**config.mk**
```make
export PLATFORM = sky130hd
export DESIGN_NAME = modular_exponentiation
export DESIGN_NICKNAME = d
export VERILOG_FILES = /design/src/rtl/mexp_pkg.sv /design/src/rtl/modular_exponentiation.sv /design/src/rtl/mexp_dpath.sv /design/src/rtl/mexp_ctrl.sv
export SDC_FILE = /design/constraint.sdc
export NUM_CORES = 1
export LEC_CHECK = 0
export BUFFER_PORTS_ARGS = -buffer_cell sky130_fd_sc_hd__buf_4
export CORE_MARGIN = 2
export CORE_UTILIZATION = 58
export CTS_CLUSTER_DIAMETER = 40
export DETAILED_ROUTE_END_ITERATION = 10
export PLACE_DENSITY = 0.78
export SYNTH_ARGS = -nofsm -noshare
export SYNTH_HDL_FRONTEND = slang
export SYNTH_SLANG_ARGS = --single-unit
```
**constraint.sdc**
```tcl
create_clock -name clk_i -period 12.7 [get_ports clk_i]
set_input_delay 1.27 -clock clk_i [delete_from_list [all_inputs] [get_ports clk_i]]
set_output_delay 1.27 -clock clk_i [all_outputs]
set_load 0.03 [all_outputs]
```
**src/rtl/mexp_pkg.sv**
```systemverilog
package mexp_pkg;

  // operand width of base, exponent, modulus and result
  localparam int unsigned OPERAND_BITS = 30;
  localparam int unsigned CNT_BITS     = $clog2(OPERAND_BITS);

  typedef logic [OPERAND_BITS-1:0] operand_t;

  localparam operand_t MODULUS_RESET = OPERAND_BITS'(23);

  // operand selection for the shared modular multiplier
  typedef enum logic {
    MUL_ACC_BASE,
    MUL_BASE_SQR
  } mul_sel_e;

  // commands from controller to datapath
  typedef struct packed {
    logic     load;
    logic     mul_start;
    mul_sel_e mul_sel;
    logic     wr_base;
    logic     wr_acc;
    logic     exp_shift;
    logic     out_load;
  } dp_cmd_t;

  // status from datapath to controller
  typedef struct packed {
    logic mul_done;
    logic exp_zero;
    logic exp_lsb;
    logic mod_small;
  } dp_stat_t;

endpackage

```
**src/rtl/modular_exponentiation.sv**
```systemverilog
// Modular exponentiation, base ** exponent mod modulus, square-and-multiply.
// Input channel: in_valid_i / in_stall_o with base_value_i and exponent_i.
// Output channel: out_valid_o / out_stall_i with power_result_o.
// The modulus is written with modulus_we_i / modulus_i; the user must write it
// only while the block is idle, since the block itself does not enforce this.
// One item is worked on at a time; in_stall_o is high from acceptance until
// the result has moved into the output register. All work goes through one
// shift-and-add modular multiplier. From acceptance, the block first reduces
// the base, then for each exponent bit up to the highest set one it runs a
// test, a multiply into the accumulator when the bit is set, and a squaring
// of the base; a final test and a done state finish the item. The next item
// can be accepted in the cycle after the output load.
// A modulus below 2 skips the loop and gives 0.
// The output register holds a result while out_stall_i is high; the next item
// is accepted and computed meanwhile, but waits before its output load.
// Reset empties the output register and sets the modulus to 23.
module modular_exponentiation import mexp_pkg::*; (
  input  logic     clk_i,
  input  logic     rst_ni,
  input  logic     modulus_we_i,
  input  operand_t modulus_i,
  input  logic     in_valid_i,
  output logic     in_stall_o,
  input  operand_t base_value_i,
  input  operand_t exponent_i,
  output logic     out_valid_o,
  input  logic     out_stall_i,
  output operand_t power_result_o
);

  dp_cmd_t  cmd;
  dp_stat_t stat;

  mexp_ctrl u_ctrl (
    .clk_i       (clk_i),
    .rst_ni      (rst_ni),
    .in_valid_i  (in_valid_i),
    .in_stall_o  (in_stall_o),
    .out_valid_o (out_valid_o),
    .out_stall_i (out_stall_i),
    .stat_i      (stat),
    .cmd_o       (cmd)
  );

  mexp_dpath u_dpath (
    .clk_i          (clk_i),
    .rst_ni         (rst_ni),
    .modulus_we_i   (modulus_we_i),
    .modulus_i      (modulus_i),
    .base_value_i   (base_value_i),
    .exponent_i     (exponent_i),
    .cmd_i          (cmd),
    .stat_o         (stat),
    .power_result_o (power_result_o)
  );

endmodule

```
**src/rtl/mexp_dpath.sv**
```systemverilog
module mexp_dpath import mexp_pkg::*; (
  input  logic     clk_i,
  input  logic     rst_ni,
  input  logic     modulus_we_i,
  input  operand_t modulus_i,
  input  operand_t base_value_i,
  input  operand_t exponent_i,
  input  dp_cmd_t  cmd_i,
  output dp_stat_t stat_o,
  output operand_t power_result_o
);

  operand_t mod_q;
  operand_t base_q;
  operand_t exp_q;
  operand_t acc_q;
  operand_t x_q;
  operand_t y_q;
  operand_t r_q;
  operand_t result_q;
  logic [CNT_BITS-1:0] cnt_q;
  logic busy_q;

  logic [OPERAND_BITS:0] dbl;
  logic [OPERAND_BITS:0] dbl_red_w;
  logic [OPERAND_BITS:0] sum;
  logic [OPERAND_BITS:0] sum_red_w;
  operand_t dbl_red;
  operand_t step_r;
  logic last;

  // one step of the shift-and-add modular multiply, multiplier msb first
  always_comb begin
    dbl       = {r_q, 1'b0};
    dbl_red_w = (dbl >= {1'b0, mod_q}) ? dbl - {1'b0, mod_q} : dbl;
    dbl_red   = dbl_red_w[OPERAND_BITS-1:0];
    sum       = {1'b0, dbl_red} + (x_q[OPERAND_BITS-1] ? {1'b0, y_q} : '0);
    sum_red_w = (sum >= {1'b0, mod_q}) ? sum - {1'b0, mod_q} : sum;
    step_r    = sum_red_w[OPERAND_BITS-1:0];
  end

  assign last = (cnt_q == CNT_BITS'(OPERAND_BITS - 1));

  assign stat_o.mul_done  = busy_q && last;
  assign stat_o.exp_zero  = (exp_q == '0);
  assign stat_o.exp_lsb   = exp_q[0];
  assign stat_o.mod_small = (mod_q[OPERAND_BITS-1:1] == '0);

  assign power_result_o = result_q;

  // modulus register and multiplier activity
  always_ff @(posedge clk_i or negedge rst_ni) begin
    if (!rst_ni) begin
      mod_q  <= MODULUS_RESET;
      busy_q <= 1'b0;
    end else begin
      if (modulus_we_i) begin
        mod_q <= modulus_i;
      end
      if (cmd_i.load || cmd_i.mul_start) begin
        busy_q <= 1'b1;
      end else if (last) begin
        busy_q <= 1'b0;
      end
    end
  end

  // multiplier operands; loading an item starts the base reduction as base * 1
  always_ff @(posedge clk_i) begin
    if (cmd_i.load) begin
      x_q   <= base_value_i;
      y_q   <= OPERAND_BITS'(1);
      r_q   <= '0;
      cnt_q <= '0;
    end else if (cmd_i.mul_start) begin
      unique case (cmd_i.mul_sel)
        MUL_ACC_BASE: x_q <= acc_q;
        MUL_BASE_SQR: x_q <= base_q;
        default:      x_q <= base_q;
      endcase
      y_q   <= base_q;
      r_q   <= '0;
      cnt_q <= '0;
    end else if (busy_q) begin
      r_q   <= step_r;
      x_q   <= {x_q[OPERAND_BITS-2:0], 1'b0};
      cnt_q <= cnt_q + CNT_BITS'(1);
    end
  end

  // working registers of the exponentiation
  always_ff @(posedge clk_i) begin
    if (cmd_i.load) begin
      exp_q <= exponent_i;
      acc_q <= OPERAND_BITS'(1);
    end else begin
      if (cmd_i.exp_shift) begin
        exp_q <= {1'b0, exp_q[OPERAND_BITS-1:1]};
      end
      if (cmd_i.wr_acc) begin
        acc_q <= step_r;
      end
    end
    if (cmd_i.wr_base) begin
      base_q <= step_r;
    end
    if (cmd_i.out_load) begin
      result_q <= stat_o.mod_small ? '0 : acc_q;
    end
  end

endmodule

```
**src/rtl/mexp_ctrl.sv**
```systemverilog
module mexp_ctrl import mexp_pkg::*; (
  input  logic     clk_i,
  input  logic     rst_ni,
  input  logic     in_valid_i,
  output logic     in_stall_o,
  output logic     out_valid_o,
  input  logic     out_stall_i,
  input  dp_stat_t stat_i,
  output dp_cmd_t  cmd_o
);

  localparam logic [2:0] S_IDLE = 3'd0;
  localparam logic [2:0] S_RED  = 3'd1;
  localparam logic [2:0] S_TEST = 3'd2;
  localparam logic [2:0] S_MUL  = 3'd3;
  localparam logic [2:0] S_SQR  = 3'd4;
  localparam logic [2:0] S_DONE = 3'd5;

  logic [2:0] state_q, state_d;
  logic out_valid_q, out_valid_d;

  assign in_stall_o  = (state_q != S_IDLE);
  assign out_valid_o = out_valid_q;

  // sequencing of reduction, multiplies and squarings
  always_comb begin
    state_d       = state_q;
    cmd_o         = '0;
    cmd_o.mul_sel = MUL_ACC_BASE;
    unique case (state_q)
      S_IDLE: begin
        if (in_valid_i) begin
          cmd_o.load = 1'b1;
          state_d    = S_RED;
        end
      end
      S_RED: begin
        if (stat_i.mul_done) begin
          cmd_o.wr_base = 1'b1;
          state_d       = S_TEST;
        end
      end
      S_TEST: begin
        priority if (stat_i.mod_small || stat_i.exp_zero) begin
          state_d = S_DONE;
        end else if (stat_i.exp_lsb) begin
          cmd_o.mul_start = 1'b1;
          cmd_o.mul_sel   = MUL_ACC_BASE;
          state_d         = S_MUL;
        end else begin
          cmd_o.mul_start = 1'b1;
          cmd_o.mul_sel   = MUL_BASE_SQR;
          state_d         = S_SQR;
        end
      end
      S_MUL: begin
        if (stat_i.mul_done) begin
          cmd_o.wr_acc    = 1'b1;
          cmd_o.mul_start = 1'b1;
          cmd_o.mul_sel   = MUL_BASE_SQR;
          state_d         = S_SQR;
        end
      end
      S_SQR: begin
        if (stat_i.mul_done) begin
          cmd_o.wr_base   = 1'b1;
          cmd_o.exp_shift = 1'b1;
          state_d         = S_TEST;
        end
      end
      S_DONE: begin
        if (!out_valid_q || !out_stall_i) begin
          cmd_o.out_load = 1'b1;
          state_d        = S_IDLE;
        end
      end
      default: begin
        state_d = S_IDLE;
      end
    endcase
  end

  // output register valid
  always_comb begin
    priority if (cmd_o.out_load) begin
      out_valid_d = 1'b1;
    end else if (!out_stall_i) begin
      out_valid_d = 1'b0;
    end else begin
      out_valid_d = out_valid_q;
    end
  end

  always_ff @(posedge clk_i or negedge rst_ni) begin
    if (!rst_ni) begin
      state_q     <= S_IDLE;
      out_valid_q <= 1'b0;
    end else begin
      state_q     <= state_d;
      out_valid_q <= out_valid_d;
    end
  end

endmodule

```
==> results.json <==
{
  "run_status": "finished, final reports clean",
  "max_slew_margin_pct": 18.14,
  "vias_per_cell": 6.177,
  "worstMarginPinSlew_ns": 1.228,
  "cap_viol_max_count": 0,
  "hold_path_class": "register to register",
  "worst_path_cell_with_the_longest_stage_delay": "sky130_fd_sc_hd__o21ai_0",
  "synth-seq-area-share_pct": 41.50,
  "netlist_instances": 1748,
  "path_type_of_the_worst_setup_path": "register to register",
  "fin_crit_ns": 9.389,
  "detailedRoute.firstPassIterationCount": 6,
  "postCtsHoldBufs": 0,
  "flow.area_growth_from_synthesis_pct": 15.87,
  "tritoncts_clock_tree": "yes",
  "grt_pass1_wl_mm": 70.87,
  "vias": 13595,
  "number_of_antenna_violations_at_the_first_check_in_global_routing": 0,
  "cts.repair_timing.setup_buffer_count": 0,
  "kind_of_capture_point_of_the_worst_setup_path": "register",
  "drt_drc_violations_left": 0,
  "critical_path_required_ns": 12.95,
  "yosysMostFrequentCell": "sky130_fd_sc_hd__nand2_1",
  "cts.path.max_buffers": 3,
  "drtAntennaViolNets": 0,
  "fin_setup_tns_ns": 0,
  "yosys.cell_types.count": 76,
  "cts.clk_slew.worst_paths_ns": 0.06,
  "slowest_delay_ns": 0.68,
  "number_of_nets_produced_by_synthesis": 1939,
  "num_antenna_cells": 0,
  "wire_per_inst_um": 20.46,
  "ys_top_cells_by_count": "sky130_fd_sc_hd__nand2_1, sky130_fd_sc_hd__a21oi_1, sky130_fd_sc_hd__edfxtp_1",
  "post_synth.cell_area_avg_um2": 8.803,
  "fp.dieW_um": 166.9,
  "synth_warnings": 0,
  "overflow": 0,
  "synth-main-ff-cell": "sky130_fd_sc_hd__edfxtp_1",
  "critical_path.startpoint_type": "register",
  "port_buffer_count": 126,
  "fill_cells": 2147,
  "die_h_um": 166.9,
  "initial_core_util_pct": 59.05,
  "routabilityCongestion": 0.9652,
  "rows": 59,
  "final_layout_size_suffix_gt1_share_pct": 13.02,
  "floorplan.io_pins": 127,
  "number_of_slew_limit_violations_in_the_final_report": 0,
  "synthesis.area_um2": 15390,
  "synthTopCellsByArea": "sky130_fd_sc_hd__edfxtp_1, sky130_fd_sc_hd__dfxtp_1, sky130_fd_sc_hd__nand2_1, sky130_fd_sc_hd__ha_1, sky130_fd_sc_hd__dfrtp_1",
  "clockRootBuffer": "sky130_fd_sc_hd__clkbuf_16",
  "rsz0062_at_grt": "no",
  "dpl.hpwl_mm": 33.46,
  "skew_ns": 0.02264,
  "finalNetCount": 2031,
  "cts_made_buffers": 35,
  "hold_viol": 0,
  "layout_worst_path_cycle_share_pct": 73.93,
  "core_area_um2": 26060,
  "report.final.setup_viol": 0,
  "design.die.area_um2": 27850,
  "detail_route.iter0.violations": 1220,
  "synth-seq-cells": 250,
  "cp_max_fo": 37,
  "synth-edff-count": 120,
  "cp_data_arrival_time_ns": 9.64,
  "cts-resized-gates": 0,
  "worst_skew_pair.late_latency_ns": 0.52,
  "cts_max_level": 2,
  "cts.sink_count": 250,
  "async_flop_share_pct": 14.00,
  "pin_count_of_the_biggest_net_entering_global_routing": 76,
  "synth_largest_type_area_fraction_pct": 23.42,
  "drt-total-wl_mm": 45.03,
  "synth_top_cell_by_area": "sky130_fd_sc_hd__edfxtp_1",
  "via_count_of_the_first_global_routing_pass": 13074,
  "max_freq_mhz": 106.5,
  "globalRouteTotalUtil_pct": 31.87
}
-- worst max-delay path, delay by kind of cell (launching register included) --
| kind | cells | cell delay [ns] |
|---|---|---|
| xor+xnor | 1 | 0.25 |
| compound gates | 15 | 5.04 |
| mux | 1 | 0.39 |
| buf+inv | 2 | 0.21 |
| flops | 1 | 0.55 |
| simple gates | 6 | 1.62 |
| fa+ha+maj | 3 | 1.03 |
-- layout make-up --
type	instances	area, µm²	share of cell area [%]
Clock buffer	41	950.9	5.333
Tap cell	335	419.2	2.351
Sequential cell	250	6386	35.81
Clock inverter	22	306.5	1.719
Inverter	76	285.3	1.600
Timing Repair Buffer	137	1028	5.768
Multi-Input combinational cell	1340	8454	47.41
-- path summary, 6_finish.rpt --
kind	cells past startpoint	endpoint	startpoint	slack, ns
setup / recovery	28	u_dpath.base_q[9]	u_dpath.mod_q[1]	3.31
hold / removal	2	u_dpath.y_q[20]	u_dpath.y_q[20]	0.45
setup reg to reg	28	u_dpath.base_q[9]	u_dpath.mod_q[1]	3.31
hold reg to reg	2	u_dpath.y_q[20]	u_dpath.y_q[20]	0.45
max in group asynchronous	1	u_dpath.mod_q[1]	rst_ni	11.59
min in group asynchronous	1	u_dpath.mod_q[23]	rst_ni	0.72
-- cell families (layout without fill, tap and decap cells) --
kind of cell	after synthesis	in the layout	share of synthesized area [%]
adder cells (fa/ha/maj)	96	96	7.952
XOR/XNOR	77	77	4.382
buffers and inverters	158	276	4.033
multiplexers	40	40	2.797
AND/OR/NAND/NOR	642	642	18.94
flip-flops	250	250	41.50
AO/OA/AOI/OAI	485	485	20.40
-- layer usage --
layer,track usage [%],wire [µm]
met1,40.41,18440
met2,55.16,22330
met3,4.539,2555
met4,12.22,1698
met5,0,0
-- sequential cells by signal, indices dropped and copies added (netlist names), 30 cells and up --
register and count:
u_dpath.mod_q 30, u_dpath.acc_q 30, u_dpath.base_q 30, u_dpath.r_q 30
u_dpath.exp_q 30, u_dpath.power_result_o 30, u_dpath.y_q 30, u_dpath.x_q 30
-- per-stage QoR --
stage / hold WS [ns] / worst slack (ns) / utilization (%) / std cells / instance area, µm²
floorplan: 0.4295 / 5.800 / - / 1748 / 15390
global placement: 0.4371 / 3.740 / 63.60 / 2138 / 16570
detailed placement: 0.4421 / 3.450 / 63.60 / 2138 / 16570
CTS: 0.4520 / 3.394 / 68.43 / 2201 / 17830
global route: 0.4651 / 2.579 / 68.43 / 2201 / 17830
finish: 0.4511 / 3.311 / 68.43 / 2201 / 17830
-- placed cells by master (no fill, tap or decap), types with 33 or more instances in the layout --
cell	n
sky130_fd_sc_hd__a211oi_1	33
sky130_fd_sc_hd__a21o_1	44
sky130_fd_sc_hd__a21oi_1	134
sky130_fd_sc_hd__and2_1	33
sky130_fd_sc_hd__buf_4	137
sky130_fd_sc_hd__clkbuf_16	37
sky130_fd_sc_hd__dfxtp_1	95
sky130_fd_sc_hd__edfxtp_1	120
sky130_fd_sc_hd__ha_1	93
sky130_fd_sc_hd__inv_1	76
sky130_fd_sc_hd__nand2_1	313
sky130_fd_sc_hd__nand3_1	63
sky130_fd_sc_hd__nor2_1	90
sky130_fd_sc_hd__nor2b_1	41
sky130_fd_sc_hd__o21ai_0	117
sky130_fd_sc_hd__xnor2_1	45
Power is left out: the tool's default activity adds up to more than one toggle a clock period on the data nets, which glitch-free logic cannot reach.
